File: src/design/rmss_pkg.sv
// Package for the ROI mean, standard deviation and SNR engine.
// Holds the shared widths, reset values, register indexes, state codes and
// the control and status types between the sequencer and the divide/root unit.
package rmss_pkg;

   localparam int DIM_BITS_DEF = 9;

   localparam int VOXEL_W = 18;
   localparam int VSQ_W = 2 * VOXEL_W;
   localparam int CFG_SIZE_W = 10;
   localparam int RADIUS_W = 20;
   localparam int Z_W = 12;
   localparam int CSR_DATA_W = 20;
   localparam int CSR_IDX_W = 3;

   localparam int COUNT_W = 28;
   localparam int SUM_W = 46;
   localparam int SQS_W = 62;

   localparam int MEAN_W = 18;
   localparam int SD_W = 17;
   localparam int SNR_W = 20;
   localparam int SNR_FRAC = 8;

   localparam int MUL_W = 29;
   localparam int PROD_W = 2 * MUL_W;
   localparam int WIDE_W = 64;
   localparam int M_W = 46;
   localparam int M_LO_W = 23;
   localparam int VAR_W = 36;
   localparam int ROOT_W = 18;
   localparam int QM_W = 18;
   localparam int SNR_MAG_W = 27;

   localparam int REM_W = 30;
   localparam int DIV_STEPS = 64;
   localparam int SQRT_STEPS = VAR_W / 2;
   localparam int STEP_CNT_W = 7;

   localparam logic [CFG_SIZE_W-1:0] X_SIZE_RST = 10'd100;
   localparam logic [CFG_SIZE_W-1:0] Y_SIZE_RST = 10'd100;
   localparam logic [CFG_SIZE_W-1:0] Z_SIZE_RST = 10'd275;
   localparam logic [RADIUS_W-1:0] RADIUS_SQ_RST = 20'd3164;
   localparam logic signed [Z_W-1:0] Z_LOW_RST = -12'sd5;
   localparam logic signed [Z_W-1:0] Z_HIGH_RST = 12'sd45;

   localparam logic [COUNT_W-1:0] COUNT_LIMIT = 28'h8000000;
   localparam logic [SNR_MAG_W-1:0] SNR_POS_LIMIT = 27'd524287;
   localparam logic [SNR_MAG_W-1:0] SNR_NEG_LIMIT = 27'd524288;
   localparam logic signed [SNR_W-1:0] SNR_MAX = 20'sd524287;
   localparam logic signed [SNR_W-1:0] SNR_MIN = -20'sd524288;

   localparam logic [CSR_IDX_W-1:0] CSR_X_SIZE = 3'd0;
   localparam logic [CSR_IDX_W-1:0] CSR_Y_SIZE = 3'd1;
   localparam logic [CSR_IDX_W-1:0] CSR_Z_SIZE = 3'd2;
   localparam logic [CSR_IDX_W-1:0] CSR_RADIUS_SQ = 3'd3;
   localparam logic [CSR_IDX_W-1:0] CSR_Z_LOW = 3'd4;
   localparam logic [CSR_IDX_W-1:0] CSR_Z_HIGH = 3'd5;

   typedef enum logic [4:0] {
      ST_IDLE,
      ST_SQ_Y,
      ST_SQ_V,
      ST_UPDATE,
      ST_MEAN_GO,
      ST_MEAN_WAIT,
      ST_MUL_LO,
      ST_MUL_HI,
      ST_T_ACC,
      ST_T_SUB,
      ST_VAR_GO,
      ST_VAR_WAIT,
      ST_MUL_BC,
      ST_MUL_RR,
      ST_VAR_FIX,
      ST_SQRT_GO,
      ST_SQRT_WAIT,
      ST_SNR_GO,
      ST_SNR_WAIT,
      ST_EMIT
   } state_type;

   typedef enum logic {
      OP_DIV,
      OP_SQRT
   } iter_op_type;

   typedef struct packed {
      logic        start;
      iter_op_type op;
   } iter_ctrl_type;

   typedef struct packed {
      logic busy;
      logic done;
   } iter_stat_type;

endpackage

File: src/design/rmss_iter.sv
// Radix-2 unsigned divider and integer square root sharing one compare and subtract.
// Depends on rmss_pkg for widths, step counts and the control and status types.
module rmss_iter (
   input  logic                                 clock,
   input  logic                                 reset,
   input  rmss_pkg::iter_ctrl_type              ctrl,
   input  logic [rmss_pkg::WIDE_W-1:0]          dividend,
   input  logic [rmss_pkg::COUNT_W-1:0]         divisor,
   output rmss_pkg::iter_stat_type              stat,
   output logic [rmss_pkg::WIDE_W-1:0]          quot,
   output logic [rmss_pkg::COUNT_W-1:0]         rem
);

   logic [rmss_pkg::WIDE_W-1:0]     acc_ff, acc_in;
   logic [rmss_pkg::WIDE_W-1:0]     quot_ff, quot_in;
   logic [rmss_pkg::REM_W-1:0]      rem_ff, rem_in;
   logic [rmss_pkg::COUNT_W-1:0]    div_ff, div_in;
   logic [rmss_pkg::STEP_CNT_W-1:0] cnt_ff, cnt_in;
   rmss_pkg::iter_op_type           op_ff, op_in;
   logic                            busy_ff, busy_in;
   logic                            done_ff, done_in;

   logic [rmss_pkg::REM_W-1:0]      part;
   logic [rmss_pkg::REM_W-1:0]      trial;
   logic                            fits;

   always_comb begin
      if (op_ff == rmss_pkg::OP_SQRT) begin
         part = {rem_ff[rmss_pkg::REM_W-3:0], acc_ff[rmss_pkg::WIDE_W-1 -: 2]};
         trial = {quot_ff[rmss_pkg::REM_W-3:0], 2'b01};
      end else begin
         part = {rem_ff[rmss_pkg::REM_W-2:0], acc_ff[rmss_pkg::WIDE_W-1]};
         trial = rmss_pkg::REM_W'(div_ff);
      end
      fits = (part >= trial);
   end

   always_comb begin
      acc_in = acc_ff;
      quot_in = quot_ff;
      rem_in = rem_ff;
      div_in = div_ff;
      cnt_in = cnt_ff;
      op_in = op_ff;
      busy_in = busy_ff;
      done_in = 1'b0;
      if (busy_ff) begin
         rem_in = fits ? (part - trial) : part;
         quot_in = {quot_ff[rmss_pkg::WIDE_W-2:0], fits};
         if (op_ff == rmss_pkg::OP_SQRT) begin
            acc_in = {acc_ff[rmss_pkg::WIDE_W-3:0], 2'b00};
         end else begin
            acc_in = {acc_ff[rmss_pkg::WIDE_W-2:0], 1'b0};
         end
         cnt_in = cnt_ff - rmss_pkg::STEP_CNT_W'(1);
         if (cnt_ff == rmss_pkg::STEP_CNT_W'(1)) begin
            busy_in = 1'b0;
            done_in = 1'b1;
         end
      end else if (ctrl.start) begin
         busy_in = 1'b1;
         op_in = ctrl.op;
         div_in = divisor;
         rem_in = '0;
         quot_in = '0;
         if (ctrl.op == rmss_pkg::OP_SQRT) begin
            acc_in = {dividend[rmss_pkg::VAR_W-1:0],
                      {(rmss_pkg::WIDE_W - rmss_pkg::VAR_W){1'b0}}};
            cnt_in = rmss_pkg::STEP_CNT_W'(rmss_pkg::SQRT_STEPS);
         end else begin
            acc_in = dividend;
            cnt_in = rmss_pkg::STEP_CNT_W'(rmss_pkg::DIV_STEPS);
         end
      end
   end

   always_ff @(posedge clock) begin
      if (reset) begin
         busy_ff <= 1'b0;
         done_ff <= 1'b0;
         cnt_ff <= '0;
         op_ff <= rmss_pkg::OP_DIV;
      end else begin
         busy_ff <= busy_in;
         done_ff <= done_in;
         cnt_ff <= cnt_in;
         op_ff <= op_in;
      end
   end

   always_ff @(posedge clock) begin
      acc_ff <= acc_in;
      quot_ff <= quot_in;
      rem_ff <= rem_in;
      div_ff <= div_in;
   end

   assign stat.busy = busy_ff;
   assign stat.done = done_ff;
   assign quot = quot_ff;
   assign rem = rem_ff[rmss_pkg::COUNT_W-1:0];

`ifndef ASSERT_OFF
   assert property (@(posedge clock) disable iff (reset) done_ff |-> !busy_ff)
      else $error("divide/root unit reports done while still busy");
   assert property (@(posedge clock) disable iff (reset) busy_ff |-> cnt_ff != '0)
      else $error("divide/root unit busy with no steps left");
`endif

endmodule

File: src/design/roi_mean_sd_snr_engine.sv
// Top level of the ROI mean, standard deviation and SNR engine.
// Depends on rmss_pkg and instantiates the divide/root unit rmss_iter.
//
// Voxels arrive one per transaction in x, y, z raster order; the block tracks the
// position itself. After start, busy stays high while each voxel passes through
// SQ_Y, SQ_V and UPDATE, because one shared multiplier forms the x and y center
// squares and the voxel square in turn. After the last voxel of a volume the block
// stays busy while the radix-2 divide/root unit runs up to three 64-step divisions
// and an 18-step square root (the last division, for the SNR, is skipped when the
// root is zero); an empty ROI skips this. The result is shown for exactly one
// cycle on rsp_strobe and cannot be held off, so the receiver must take it then.
module roi_mean_sd_snr_engine #(
   parameter int DIM_BITS = rmss_pkg::DIM_BITS_DEF
) (
   input  logic                                       clock,
   input  logic                                       reset,
   input  logic                                       csr_wr_en,
   input  logic [rmss_pkg::CSR_IDX_W-1:0]             csr_index,
   input  logic [rmss_pkg::CSR_DATA_W-1:0]            csr_wdata,
   input  logic                                       start,
   output logic                                       busy,
   input  logic signed [rmss_pkg::VOXEL_W-1:0]        req_voxel_value,
   output logic                                       rsp_strobe,
   output logic signed [rmss_pkg::MEAN_W-1:0]         rsp_mean_value,
   output logic [rmss_pkg::SD_W-1:0]                  rsp_std_dev,
   output logic signed [rmss_pkg::SNR_W-1:0]          rsp_snr_value,
   output logic [rmss_pkg::COUNT_W-1:0]               rsp_roi_voxels,
   output logic                                       rsp_roi_empty,
   output logic                                       rsp_sd_zero
);

   localparam int POS_W = DIM_BITS;
   localparam int SIZE_W = DIM_BITS + 1;
   localparam int CTR_W = DIM_BITS + 2;
   localparam int SQ_W = 2 * DIM_BITS + 2;
   localparam int DIST_W = SQ_W + 1;
   localparam int CMP_W = (DIST_W > rmss_pkg::RADIUS_W) ? DIST_W : rmss_pkg::RADIUS_W;
   localparam int ZC_W = (CTR_W > rmss_pkg::Z_W) ? CTR_W : rmss_pkg::Z_W;
   localparam int DIM_MAX = 1 << DIM_BITS;

   function automatic logic [SIZE_W-1:0] eff_size(input logic [rmss_pkg::CFG_SIZE_W-1:0] s);
      logic [SIZE_W-1:0] r;
      if (s == '0) begin
         r = SIZE_W'(1);
      end else if (s > rmss_pkg::CFG_SIZE_W'(DIM_MAX)) begin
         r = SIZE_W'(DIM_MAX);
      end else begin
         r = SIZE_W'(s);
      end
      return r;
   endfunction

   function automatic logic signed [CTR_W-1:0] center(input logic [POS_W-1:0] pos,
                                                      input logic [SIZE_W-1:0] size);
      logic [CTR_W-1:0] a;
      logic [CTR_W-1:0] b;
      a = {1'b0, pos, 1'b1};
      b = {1'b0, size[SIZE_W-1:1], 1'b0};
      return signed'(a - b);
   endfunction

   // Configuration registers.
   logic [rmss_pkg::CFG_SIZE_W-1:0]   x_size_ff, y_size_ff, z_size_ff;
   logic [rmss_pkg::RADIUS_W-1:0]     radius_sq_ff;
   logic signed [rmss_pkg::Z_W-1:0]   z_low_ff, z_high_ff;

   // Control and accumulator state.
   rmss_pkg::state_type               state_ff, state_in;
   logic [POS_W-1:0]                  x_pos_ff, x_pos_in;
   logic [POS_W-1:0]                  y_pos_ff, y_pos_in;
   logic [POS_W-1:0]                  z_pos_ff, z_pos_in;
   logic [rmss_pkg::COUNT_W-1:0]      roi_count_ff, roi_count_in;
   logic signed [rmss_pkg::SUM_W-1:0] value_sum_ff, value_sum_in;
   logic [rmss_pkg::SQS_W-1:0]        square_sum_ff, square_sum_in;
   logic                              strobe_ff, strobe_in;

   // Datapath registers.
   logic signed [rmss_pkg::VOXEL_W-1:0] voxel_ff, voxel_in;
   logic signed [rmss_pkg::PROD_W-1:0]  mul_ff;
   logic [DIST_W-1:0]                   dist_ff, dist_in;
   logic [rmss_pkg::QM_W-1:0]           qm_ff, qm_in;
   logic [rmss_pkg::COUNT_W-1:0]        rm_ff, rm_in;
   logic [rmss_pkg::M_W-1:0]            m_ff, m_in;
   logic [rmss_pkg::WIDE_W-1:0]         prod_ff, prod_in;
   logic [rmss_pkg::VAR_W-1:0]          a_ff, a_in;
   logic [rmss_pkg::COUNT_W-1:0]        b_ff, b_in;
   logic [rmss_pkg::ROOT_W-1:0]         sd_ff, sd_in;
   logic signed [rmss_pkg::SNR_W-1:0]   snr_ff, snr_in;

   logic signed [rmss_pkg::MEAN_W-1:0]  out_mean_ff, out_mean_in;
   logic [rmss_pkg::SD_W-1:0]           out_sd_ff, out_sd_in;
   logic signed [rmss_pkg::SNR_W-1:0]   out_snr_ff, out_snr_in;
   logic [rmss_pkg::COUNT_W-1:0]        out_count_ff, out_count_in;
   logic                                out_empty_ff, out_empty_in;
   logic                                out_sdz_ff, out_sdz_in;

   // Shared multiplier.
   logic signed [rmss_pkg::MUL_W-1:0]   mul_a, mul_b;
   logic signed [rmss_pkg::PROD_W-1:0]  mul_p;

   // Divide/root unit.
   rmss_pkg::iter_ctrl_type             iter_ctrl;
   rmss_pkg::iter_stat_type             iter_stat;
   logic [rmss_pkg::WIDE_W-1:0]         iter_dividend;
   logic [rmss_pkg::COUNT_W-1:0]        iter_divisor;
   logic [rmss_pkg::WIDE_W-1:0]         iter_quot;
   logic [rmss_pkg::COUNT_W-1:0]        iter_rem;

   // Position helpers.
   logic [SIZE_W-1:0]                   x_eff, y_eff, z_eff;
   logic signed [CTR_W-1:0]             cx, cy, cz;
   logic                                last_x, last_y, last_z;
   logic                                in_roi;
   logic                                vs_neg;
   logic [rmss_pkg::M_W-1:0]            vs_mag;
   logic [rmss_pkg::SNR_MAG_W-1:0]      snr_mag;
   logic                                roi_none;

   assign x_eff = eff_size(x_size_ff);
   assign y_eff = eff_size(y_size_ff);
   assign z_eff = eff_size(z_size_ff);
   assign cx = center(x_pos_ff, x_eff);
   assign cy = center(y_pos_ff, y_eff);
   assign cz = center(z_pos_ff, z_eff);
   assign last_x = ({1'b0, x_pos_ff} + SIZE_W'(1)) >= x_eff;
   assign last_y = ({1'b0, y_pos_ff} + SIZE_W'(1)) >= y_eff;
   assign last_z = ({1'b0, z_pos_ff} + SIZE_W'(1)) >= z_eff;

   assign in_roi = (CMP_W'(dist_ff) <= CMP_W'(radius_sq_ff))
                   && (ZC_W'(cz) >= ZC_W'(z_low_ff))
                   && (ZC_W'(cz) <= ZC_W'(z_high_ff))
                   && (roi_count_ff < rmss_pkg::COUNT_LIMIT);

   assign vs_neg = value_sum_ff[rmss_pkg::SUM_W-1];
   assign vs_mag = vs_neg ? rmss_pkg::M_W'(-value_sum_ff) : rmss_pkg::M_W'(value_sum_ff);
   assign snr_mag = iter_quot[rmss_pkg::SNR_MAG_W-1:0];
   assign roi_none = (roi_count_ff == '0);

   assign busy = (state_ff != rmss_pkg::ST_IDLE);

   // Operand selection for the shared multiplier.
   always_comb begin
      unique case (state_ff)
         rmss_pkg::ST_IDLE: begin
            mul_a = rmss_pkg::MUL_W'(cx);
            mul_b = rmss_pkg::MUL_W'(cx);
         end
         rmss_pkg::ST_SQ_Y: begin
            mul_a = rmss_pkg::MUL_W'(cy);
            mul_b = rmss_pkg::MUL_W'(cy);
         end
         rmss_pkg::ST_SQ_V: begin
            mul_a = rmss_pkg::MUL_W'(voxel_ff);
            mul_b = rmss_pkg::MUL_W'(voxel_ff);
         end
         rmss_pkg::ST_MUL_LO: begin
            mul_a = signed'(rmss_pkg::MUL_W'(qm_ff));
            mul_b = signed'(rmss_pkg::MUL_W'(m_ff[rmss_pkg::M_LO_W-1:0]));
         end
         rmss_pkg::ST_MUL_HI: begin
            mul_a = signed'(rmss_pkg::MUL_W'(qm_ff));
            mul_b = signed'(rmss_pkg::MUL_W'(m_ff[rmss_pkg::M_W-1:rmss_pkg::M_LO_W]));
         end
         rmss_pkg::ST_MUL_BC: begin
            mul_a = signed'(rmss_pkg::MUL_W'(b_ff));
            mul_b = signed'(rmss_pkg::MUL_W'(roi_count_ff));
         end
         rmss_pkg::ST_MUL_RR: begin
            mul_a = signed'(rmss_pkg::MUL_W'(rm_ff));
            mul_b = signed'(rmss_pkg::MUL_W'(rm_ff));
         end
         default: begin
            mul_a = '0;
            mul_b = '0;
         end
      endcase
   end

   assign mul_p = mul_a * mul_b;

   // Sequencer: next state and datapath updates.
   always_comb begin
      state_in = state_ff;
      x_pos_in = x_pos_ff;
      y_pos_in = y_pos_ff;
      z_pos_in = z_pos_ff;
      roi_count_in = roi_count_ff;
      value_sum_in = value_sum_ff;
      square_sum_in = square_sum_ff;
      strobe_in = 1'b0;
      voxel_in = voxel_ff;
      dist_in = dist_ff;
      qm_in = qm_ff;
      rm_in = rm_ff;
      m_in = m_ff;
      prod_in = prod_ff;
      a_in = a_ff;
      b_in = b_ff;
      sd_in = sd_ff;
      snr_in = snr_ff;
      out_mean_in = out_mean_ff;
      out_sd_in = out_sd_ff;
      out_snr_in = out_snr_ff;
      out_count_in = out_count_ff;
      out_empty_in = out_empty_ff;
      out_sdz_in = out_sdz_ff;
      iter_ctrl.start = 1'b0;
      iter_ctrl.op = rmss_pkg::OP_DIV;
      iter_dividend = '0;
      iter_divisor = roi_count_ff;

      unique case (state_ff)
         rmss_pkg::ST_IDLE: begin
            if (start) begin
               voxel_in = req_voxel_value;
               state_in = rmss_pkg::ST_SQ_Y;
            end
         end
         rmss_pkg::ST_SQ_Y: begin
            dist_in = DIST_W'(mul_ff[SQ_W-1:0]);
            state_in = rmss_pkg::ST_SQ_V;
         end
         rmss_pkg::ST_SQ_V: begin
            dist_in = dist_ff + DIST_W'(mul_ff[SQ_W-1:0]);
            state_in = rmss_pkg::ST_UPDATE;
         end
         rmss_pkg::ST_UPDATE: begin
            if (in_roi) begin
               roi_count_in = roi_count_ff + rmss_pkg::COUNT_W'(1);
               value_sum_in = value_sum_ff + rmss_pkg::SUM_W'(voxel_ff);
               square_sum_in = square_sum_ff
                               + rmss_pkg::SQS_W'(mul_ff[rmss_pkg::VSQ_W-1:0]);
            end
            state_in = rmss_pkg::ST_IDLE;
            if (!last_x) begin
               x_pos_in = x_pos_ff + POS_W'(1);
            end else begin
               x_pos_in = '0;
               if (!last_y) begin
                  y_pos_in = y_pos_ff + POS_W'(1);
               end else begin
                  y_pos_in = '0;
                  if (!last_z) begin
                     z_pos_in = z_pos_ff + POS_W'(1);
                  end else begin
                     z_pos_in = '0;
                     state_in = rmss_pkg::ST_MEAN_GO;
                  end
               end
            end
         end
         rmss_pkg::ST_MEAN_GO: begin
            if (roi_none) begin
               state_in = rmss_pkg::ST_EMIT;
            end else begin
               iter_ctrl.start = 1'b1;
               iter_dividend = rmss_pkg::WIDE_W'(vs_mag);
               state_in = rmss_pkg::ST_MEAN_WAIT;
            end
         end
         rmss_pkg::ST_MEAN_WAIT: begin
            if (iter_stat.done) begin
               qm_in = iter_quot[rmss_pkg::QM_W-1:0];
               rm_in = iter_rem;
               m_in = vs_mag + rmss_pkg::M_W'(iter_rem);
               state_in = rmss_pkg::ST_MUL_LO;
            end
         end
         rmss_pkg::ST_MUL_LO: begin
            state_in = rmss_pkg::ST_MUL_HI;
         end
         rmss_pkg::ST_MUL_HI: begin
            prod_in = rmss_pkg::WIDE_W'(unsigned'(mul_ff));
            state_in = rmss_pkg::ST_T_ACC;
         end
         rmss_pkg::ST_T_ACC: begin
            prod_in = prod_ff + {mul_ff[rmss_pkg::WIDE_W-rmss_pkg::M_LO_W-1:0],
                                 {rmss_pkg::M_LO_W{1'b0}}};
            state_in = rmss_pkg::ST_T_SUB;
         end
         rmss_pkg::ST_T_SUB: begin
            prod_in = rmss_pkg::WIDE_W'(square_sum_ff) - prod_ff;
            state_in = rmss_pkg::ST_VAR_GO;
         end
         rmss_pkg::ST_VAR_GO: begin
            iter_ctrl.start = 1'b1;
            iter_dividend = prod_ff;
            state_in = rmss_pkg::ST_VAR_WAIT;
         end
         rmss_pkg::ST_VAR_WAIT: begin
            if (iter_stat.done) begin
               a_in = iter_quot[rmss_pkg::VAR_W-1:0];
               b_in = iter_rem;
               state_in = rmss_pkg::ST_MUL_BC;
            end
         end
         rmss_pkg::ST_MUL_BC: begin
            state_in = rmss_pkg::ST_MUL_RR;
         end
         rmss_pkg::ST_MUL_RR: begin
            prod_in = rmss_pkg::WIDE_W'(unsigned'(mul_ff));
            state_in = rmss_pkg::ST_VAR_FIX;
         end
         rmss_pkg::ST_VAR_FIX: begin
            if (prod_ff < rmss_pkg::WIDE_W'(unsigned'(mul_ff))) begin
               a_in = (a_ff == '0) ? '0 : (a_ff - rmss_pkg::VAR_W'(1));
            end
            state_in = rmss_pkg::ST_SQRT_GO;
         end
         rmss_pkg::ST_SQRT_GO: begin
            iter_ctrl.start = 1'b1;
            iter_ctrl.op = rmss_pkg::OP_SQRT;
            iter_dividend = rmss_pkg::WIDE_W'(a_ff);
            state_in = rmss_pkg::ST_SQRT_WAIT;
         end
         rmss_pkg::ST_SQRT_WAIT: begin
            if (iter_stat.done) begin
               sd_in = iter_quot[rmss_pkg::ROOT_W-1:0];
               if (iter_quot[rmss_pkg::ROOT_W-1:0] == '0) begin
                  snr_in = '0;
                  state_in = rmss_pkg::ST_EMIT;
               end else begin
                  state_in = rmss_pkg::ST_SNR_GO;
               end
            end
         end
         rmss_pkg::ST_SNR_GO: begin
            iter_ctrl.start = 1'b1;
            iter_dividend = rmss_pkg::WIDE_W'({qm_ff, {rmss_pkg::SNR_FRAC{1'b0}}});
            iter_divisor = rmss_pkg::COUNT_W'(sd_ff);
            state_in = rmss_pkg::ST_SNR_WAIT;
         end
         rmss_pkg::ST_SNR_WAIT: begin
            if (iter_stat.done) begin
               if (vs_neg) begin
                  snr_in = (snr_mag > rmss_pkg::SNR_NEG_LIMIT) ? rmss_pkg::SNR_MIN
                           : signed'(rmss_pkg::SNR_W'(-snr_mag));
               end else begin
                  snr_in = (snr_mag > rmss_pkg::SNR_POS_LIMIT) ? rmss_pkg::SNR_MAX
                           : signed'(rmss_pkg::SNR_W'(snr_mag));
               end
               state_in = rmss_pkg::ST_EMIT;
            end
         end
         rmss_pkg::ST_EMIT: begin
            strobe_in = 1'b1;
            out_count_in = roi_count_ff;
            out_empty_in = roi_none;
            if (roi_none) begin
               out_mean_in = '0;
               out_sd_in = '0;
               out_snr_in = '0;
               out_sdz_in = 1'b0;
            end else begin
               out_mean_in = vs_neg ? signed'(rmss_pkg::MEAN_W'(-qm_ff))
                             : signed'(rmss_pkg::MEAN_W'(qm_ff));
               out_sd_in = sd_ff[rmss_pkg::SD_W-1:0];
               out_snr_in = snr_ff;
               out_sdz_in = (sd_ff == '0);
            end
            roi_count_in = '0;
            value_sum_in = '0;
            square_sum_in = '0;
            state_in = rmss_pkg::ST_IDLE;
         end
         default: begin
            state_in = rmss_pkg::ST_IDLE;
         end
      endcase
   end

   // Configuration port.
   always_ff @(posedge clock) begin
      if (reset) begin
         x_size_ff <= rmss_pkg::X_SIZE_RST;
         y_size_ff <= rmss_pkg::Y_SIZE_RST;
         z_size_ff <= rmss_pkg::Z_SIZE_RST;
         radius_sq_ff <= rmss_pkg::RADIUS_SQ_RST;
         z_low_ff <= rmss_pkg::Z_LOW_RST;
         z_high_ff <= rmss_pkg::Z_HIGH_RST;
      end else if (csr_wr_en) begin
         unique case (csr_index)
            rmss_pkg::CSR_X_SIZE: x_size_ff <= csr_wdata[rmss_pkg::CFG_SIZE_W-1:0];
            rmss_pkg::CSR_Y_SIZE: y_size_ff <= csr_wdata[rmss_pkg::CFG_SIZE_W-1:0];
            rmss_pkg::CSR_Z_SIZE: z_size_ff <= csr_wdata[rmss_pkg::CFG_SIZE_W-1:0];
            rmss_pkg::CSR_RADIUS_SQ: radius_sq_ff <= csr_wdata[rmss_pkg::RADIUS_W-1:0];
            rmss_pkg::CSR_Z_LOW: z_low_ff <= signed'(csr_wdata[rmss_pkg::Z_W-1:0]);
            rmss_pkg::CSR_Z_HIGH: z_high_ff <= signed'(csr_wdata[rmss_pkg::Z_W-1:0]);
            default: ;
         endcase
      end
   end

   always_ff @(posedge clock) begin
      if (reset) begin
         state_ff <= rmss_pkg::ST_IDLE;
         x_pos_ff <= '0;
         y_pos_ff <= '0;
         z_pos_ff <= '0;
         roi_count_ff <= '0;
         value_sum_ff <= '0;
         square_sum_ff <= '0;
         strobe_ff <= 1'b0;
      end else begin
         state_ff <= state_in;
         x_pos_ff <= x_pos_in;
         y_pos_ff <= y_pos_in;
         z_pos_ff <= z_pos_in;
         roi_count_ff <= roi_count_in;
         value_sum_ff <= value_sum_in;
         square_sum_ff <= square_sum_in;
         strobe_ff <= strobe_in;
      end
   end

   always_ff @(posedge clock) begin
      voxel_ff <= voxel_in;
      mul_ff <= mul_p;
      dist_ff <= dist_in;
      qm_ff <= qm_in;
      rm_ff <= rm_in;
      m_ff <= m_in;
      prod_ff <= prod_in;
      a_ff <= a_in;
      b_ff <= b_in;
      sd_ff <= sd_in;
      snr_ff <= snr_in;
      out_mean_ff <= out_mean_in;
      out_sd_ff <= out_sd_in;
      out_snr_ff <= out_snr_in;
      out_count_ff <= out_count_in;
      out_empty_ff <= out_empty_in;
      out_sdz_ff <= out_sdz_in;
   end

   rmss_iter u_iter (
      .clock    (clock),
      .reset    (reset),
      .ctrl     (iter_ctrl),
      .dividend (iter_dividend),
      .divisor  (iter_divisor),
      .stat     (iter_stat),
      .quot     (iter_quot),
      .rem      (iter_rem)
   );

   assign rsp_strobe = strobe_ff;
   assign rsp_mean_value = out_mean_ff;
   assign rsp_std_dev = out_sd_ff;
   assign rsp_snr_value = out_snr_ff;
   assign rsp_roi_voxels = out_count_ff;
   assign rsp_roi_empty = out_empty_ff;
   assign rsp_sd_zero = out_sdz_ff;

`ifndef ASSERT_OFF
   assert property (@(posedge clock) disable iff (reset) rsp_strobe |-> !busy)
      else $error("result shown while the block is still busy");
   assert property (@(posedge clock) disable iff (reset)
      rsp_strobe && rsp_roi_empty |-> rsp_roi_voxels == '0 && rsp_mean_value == '0
                                      && rsp_sd_zero == 1'b0)
      else $error("empty ROI transaction carries nonzero fields");
   assert property (@(posedge clock) disable iff (reset)
      rsp_strobe && rsp_sd_zero |-> rsp_snr_value == '0)
      else $error("zero deviation with nonzero SNR");
   assert property (@(posedge clock) disable iff (reset)
      iter_ctrl.start |-> !iter_stat.busy)
      else $error("divide/root unit started while busy");
   assert property (@(posedge clock) disable iff (reset)
      roi_count_ff <= rmss_pkg::COUNT_LIMIT)
      else $error("ROI count beyond its limit");
`endif

endmodule
File: config.mk
export PLATFORM = sky130hd
export DESIGN_NAME = roi_mean_sd_snr_engine
export DESIGN_NICKNAME = d
export VERILOG_FILES = /design/src/design/rmss_pkg.sv /design/src/design/rmss_iter.sv /design/src/design/roi_mean_sd_snr_engine.sv
export SDC_FILE = /design/constraint.sdc
export NUM_CORES = 2
export LEC_CHECK = 0
export BUFFER_PORTS_ARGS = -buffer_cell sky130_fd_sc_hd__buf_2
export CAP_MARGIN = 15
export CELL_PAD_IN_SITES_DETAIL_PLACEMENT = 1
export CELL_PAD_IN_SITES_GLOBAL_PLACEMENT = 1
export CORE_MARGIN = 3
export CORE_UTILIZATION = 55
export CTS_CLUSTER_DIAMETER = 50
export CTS_CLUSTER_SIZE = 20
export DETAILED_ROUTE_END_ITERATION = 8
export HOLD_SLACK_MARGIN = 0.12
export PLACE_DENSITY_LB_ADDON = 0.1
export SETUP_SLACK_MARGIN = 0.3
export SYNTH_ARGS = -nofsm -noshare
export SYNTH_HDL_FRONTEND = slang
export SYNTH_SLANG_ARGS = --single-unit
export TNS_END_PERCENT = 20
File: constraint.sdc
create_clock -name clock -period 26 [get_ports clock]
set_input_delay 3.9 -clock clock [delete_from_list [all_inputs] [get_ports clock]]
set_output_delay 3.9 -clock clock [all_outputs]
set_load 0.05 [all_outputs]
# Word level (Yosys, flattened, before mapping)
# Index checks and enable logic that the tools add are counted.
# word_totals
in_bits,45
register_bits,850
# op_classes
n_reduce_logical,40
bitwise_logic,1
muxes,68
n_mul,1
n_lt_le_gt_ge,14
add_sub_neg,22
eq_ne,33
# op_table
cell,n
$mux 64,4
$pmux 64 s4,1
$pmux 29 s7,1
$pmux 64 s3,1
$mux 36,5
$pmux 29 s6,1
$mux 46,3
$pmux 62 s2,1
$mux 20,6
$pmux 5 s19,1
$pmux 46 s2,1
$mux 29,3
$pmux 36 s2,1
$add 64x64->64,1
$lt 64x58->1,1
$sub 62x64->64,1
$add 62x36->62,1
$mux 62,1
$mux 10,6
$mux 30,2
$mul 29x29->58,1
$pmux 28 s2,1
$add 46x18->46,1
$add 46x28->46,1
other kinds (59),133

# Depth between registers and ports, before layout
# depth
word_depth,10
ltp_mapped,44
ltp_nobuf,42

# By module
# From an unflattened synthesis, not the netlist that was laid out.
# unflattened
cells_unflattened,9479
area_unflattened_um2,86551.8
# by_module_without_submodules
mod,n_inst,area_each_um2,cells_each,seq_area_each_um2
roi_mean_sd_snr_engine,1,75471.1,8505,17496.8
rmss_iter,1,11080.6,974,5755.5

# Worst setup path before layout
# No wires, ideal clock.
# synth_timing
kind,reg-to-reg
start,register state_ff[0]
end,"register m_ff[0] (netlist bit), enable pin"
setup_slack_ns,15.533
setup_ns,0.769
required_ns,25.231
arrival_ns,9.698
period_less_slack_ns,10.467
path_buffers,2
stages_incl_launch_ff,6
path_cell_list,dfxtp_1 > clkbuf_1 > nor2b_1 > clkbuf_1 > nand2_1 > nor4_1
# synth_via
elab_chain_cells,2
# synth_rtl
element,line_no,rtl
start: declaration,roi_mean_sd_snr_engine.sv:68,"rmss_pkg::state_type state_ff, state_in;"
start signal: assignment,roi_mean_sd_snr_engine.sv:396,state_ff <= rmss_pkg::ST_IDLE;
start signal: assignment,roi_mean_sd_snr_engine.sv:405,state_ff <= state_in;
$eq 5x3->1,roi_mean_sd_snr_engine.sv:212,unique case (state_ff)
$reduce_and 2->1 (no source line),n/a,
end signal: assignment,roi_mean_sd_snr_engine.sv:422,m_ff <= m_in;
end: declaration,roi_mean_sd_snr_engine.sv:83,"logic [rmss_pkg::M_W-1:0] m_ff, m_in;"
# No other way between the ends.
# A chain may end at the register's enable or synchronous reset.

# Final worst setup path
# layout_timing
start,register y_size_ff[9] (netlist bit)
end,register mul_ff[54] (netlist bit)
# layout_via
elab_chain_cells,6
# layout_rtl
element,line_no,rtl
start: declaration,roi_mean_sd_snr_engine.sv:63,"logic [rmss_pkg::CFG_SIZE_W-1:0] x_size_ff, y_size_ff, z_size_ff;"
start signal: assignment,roi_mean_sd_snr_engine.sv:376,y_size_ff <= rmss_pkg::Y_SIZE_RST;
start signal: assignment,roi_mean_sd_snr_engine.sv:384,rmss_pkg::CSR_Y_SIZE: y_size_ff <= csr_wdata[rmss_pkg::CFG_SIZE_W-1:0];
$gt 10x10->1,roi_mean_sd_snr_engine.sv:45,end else if (s > rmss_pkg::CFG_SIZE_W'(DIM_MAX)) begin
$mux 10,roi_mean_sd_snr_engine.sv:45,
$mux 10 *,roi_mean_sd_snr_engine.sv:43,if (s == '0) begin
$sub 10x10->11 *,roi_mean_sd_snr_engine.sv:59,return signed'(a - b);
$pmux 29 s7 / $pmux 29 s6 (equally long branches),roi_mean_sd_snr_engine.sv:143,unique case (state_ff)
$mul 29x29->58 *,roi_mean_sd_snr_engine.sv:179,assign mul_p = mul_a * mul_b;
"net mul_p, one bit",roi_mean_sd_snr_engine.sv:99,logic signed [rmss_pkg::PROD_W-1:0] mul_p;
end signal: assignment,roi_mean_sd_snr_engine.sv:418,mul_ff <= mul_p;
end: declaration,roi_mean_sd_snr_engine.sv:79,logic signed [rmss_pkg::PROD_W-1:0] mul_ff;
# The timed path passes the listed nets; every way through them passes the cells marked *.

==> flow_summary.json <==
{
  "status": "finished, final reports clean",
  "grt_pass1_wl_microns": 528900,
  "io_buffers": 131,
  "grt_max_degree": 100,
  "drtPass1Iterations": 9,
  "fin_crit_ps": 14120,
  "postRouteAntennaNets": 0,
  "worst-setup-path-type": "reg2reg",
  "cts_root_buf": "clkbuf_16",
  "drc": 0,
  "tns_ps": 0,
  "met2WireLength_microns": 154800,
  "routed.top_layer": "met5",
  "required_ps": 26680,
  "layout-drive-gt1-share": 0.07395,
  "muxShareOfSynthArea": 0.01940,
  "core_sq_mm": 0.1568,
  "clkTransAtPathRegs_ps": 80,
  "synthAdderAreaFrac": 0.2958,
  "syn_to_final_growth_pct": 8.634,
  "antenna_found_initial": 23,
  "clock_skew_ps": 94.55,
  "cts_buffers": 116,
  "start_util": 0.5551,
  "startpoint_type": "flip-flop",
  "routed_wl_microns": 356100,
  "synth_edf_count": 539,
  "place.gp.congestion": 1.014,
  "met3RoutedLength_microns": 39790,
  "ys_ff_latch": 850,
  "max_freq_ghz": 0.07081,
  "drv_cap": 0,
  "syn-instance-count": 9591,
  "final_util": 0.6030,
  "most-common-layout-cells": "inv_1 (1342), fa_1 (911), nand2_1 (859), a21oi_1 (756), o21ai_0 (614)",
  "critPathSlowestCell": "fa_1",
  "whs_ps": 463.2,
  "synth-simple-area-share": 0.1321,
  "crit_path_end_kind": "flip-flop",
  "vias_per_cell": 6.605,
  "yosysUniqueCellTypes": 96,
  "grt_use_total": 0.4344,
  "ctsResizeCount": 0,
  "slowest_delay_ps": 960,
  "synth_top_family_by_area": "adder cells",
  "routed-via-count": 77446,
  "wl_per_cell_microns": 30.37,
  "drt-initial-drc-count": 8327,
  "synth-compound-area-share": 0.1712,
  "cp.arrival_ps": 14800,
  "die_h_microns": 403.7,
  "setup_viol": 0,
  "post_cts_buffers": 0,
  "slew-limit-headroom": 0.1149,
  "seq_area_frac_synth": 0.2576,
  "cts.path.max_buffers": 3,
  "grt_pass1_vias": 81361,
  "yosysWarnings": 0,
  "die-area_sq_mm": 0.1630,
  "hold_path.class": "reg2reg",
  "met1_length_microns": 136500,
  "post-route-period-util": 0.5432,
  "drv_slew": 0,
  "io_pins": 132,
  "syn_area_per_cell_sq_um": 9.071,
  "critPathBufInv": 9,
  "path_max_fanout": 99,
  "die_w_microns": 403.7,
  "h-tree-depth": 3,
  "rsz0062_at_grt": "false",
  "synth_xor_xnor_area_share": 0.04459,
  "rows": 145,
  "worst_pin_slew_ps": 1318,
  "overflow": 0,
  "synth_area_sq_mm": 0.08700,
  "clk_latency_ps": 830,
  "crit_family": "adder cells",
  "holdBufCountCts": 0,
  "dp_hpwl_microns": 272000,
  "fin_nets": 11107,
  "timing_hold_violations_final": 0,
  "crit_path_frequent_cell": "fa_1",
  "cts_tree": "done",
  "synth_flop_cell": "edfxtp_1",
  "final_common_cell": "inv_1",
  "cts_sinks": 850,
  "async_reset_ff_frac": 0
}
-- kinds of logic (layout without fill, tap and decap cells) --
| group | Yosys count | count (layout) |
|---|---|---|
| and+or+nand+nor | 2419 | 2419 |
| AOI/OAI and AO/OA | 2373 | 2373 |
| muxes | 160 | 160 |
| xor gates and xnor gates | 443 | 443 |
| buffers and inverters | 1834 | 1889 |
| DFF | 850 | 850 |
| other | 2 | 24 |
| adders and majority gates | 1510 | 1510 |
-- state kept, by name (all words and copies together), names as in the netlist, 21 cells and up --
name,cells
u_iter.rem_ff,29
rm_ff,28
roi_count_ff,28
b_ff,28
value_sum_ff,46
u_iter.acc_ff,64
prod_ff,64
u_iter.quot,36
m_ff,46
mul_ff,58
u_iter.div_ff,28
a_ff,36
rsp_roi_voxels,28
dist_ff,21
square_sum_ff,62
-- synth_stat cells, types with 48 or more instances --
master	number	share of area
a21o_1	208	0.018
a21oi_1	756	0.043
a222oi_1	56	0.0064
a31oi_1	80	0.0058
and2_1	91	0.0065
and3_1	94	0.0068
clkbuf_1	438	0.019
dfxtp_1	311	0.072
edfxtp_1	539	0.19
fa_1	911	0.21
ha_1	599	0.086
inv_1	1346	0.058
mux2_2	69	0.0089
mux2i_1	91	0.010
nand2_1	864	0.037
nand2b_1	75	0.0054
nand3_1	129	0.0074
nand4_1	95	0.0068
nor2_1	574	0.025
nor2b_1	119	0.0086
nor3_1	112	0.0064
nor4_1	55	0.0040
o211ai_1	81	0.0070
o21a_1	58	0.0050
o21ai_0	614	0.035
o21bai_1	48	0.0041
o31ai_1	53	0.0046
or3_1	58	0.0042
xnor2_1	261	0.026
xor2_1	182	0.018
-- final timing paths --
path,from,to,slack [ps],cells past startpoint
min,z_high_ff[4]$_SDFFE_PP0P_,z_high_ff[4]$_SDFFE_PP0P_,460,2
max,y_size_ff[9]$_SDFFE_PP0P_,mul_ff[54]$_DFF_P_,11880,38
max reg2reg,y_size_ff[9]$_SDFFE_PP0P_,mul_ff[54]$_DFF_P_,11880,38
min reg2reg,z_high_ff[4]$_SDFFE_PP0P_,z_high_ff[4]$_SDFFE_PP0P_,460,2
-- per-stage QoR --
stage,worst slack [ps],std cells,cell area [sq um]
2_1_floorplan,15530,9600,87040
6_report,11880,11726,94520
3_5_place_dp,12220,11488,90130
4_1_cts,12140,11709,94420
5_1_grt,11090,11713,94480
3_3_place_gp,12760,11486,90110
-- metal layers --
| layer | global-route usage | vias up |
|---|---|---|
| met4 | 0.2580 | 14 |
| met3 | 0.1183 | 1040 |
| met1 | 0.5635 | 39515 |
| met2 | 0.6521 | 4104 |
| li1 | - | 32773 |
| met5 | 0 | - |
-- worst register-to-register path, delay by kind of cell (launching register included) --
kind / cells / cell delay, ps
AND/OR/NAND/NOR: 7 / 1400
AO/OA/AOI/OAI: 12 / 3440
flip-flops: 1 / 390
buffers and inverters: 9 / 3190
adder cells (fa/ha/maj): 10 / 5550
-- final cells by class --
type / instances / area (sq um)
Clock buffer: 131 / 3074
Multi-Input combinational cell: 6916 / 58030
Antenna cell: 13 / 32.53
Timing Repair Buffer: 316 / 2085
Tap cell: 2058 / 2575
Inverter: 1352 / 5085
Sequential cell: 850 / 22420
Clock inverter: 90 / 1211
Fill cell: 17832 / 62230
Power is left out: the tool's default activity adds up to more than one toggle a clock period on the data nets, which glitch-free logic cannot reach.
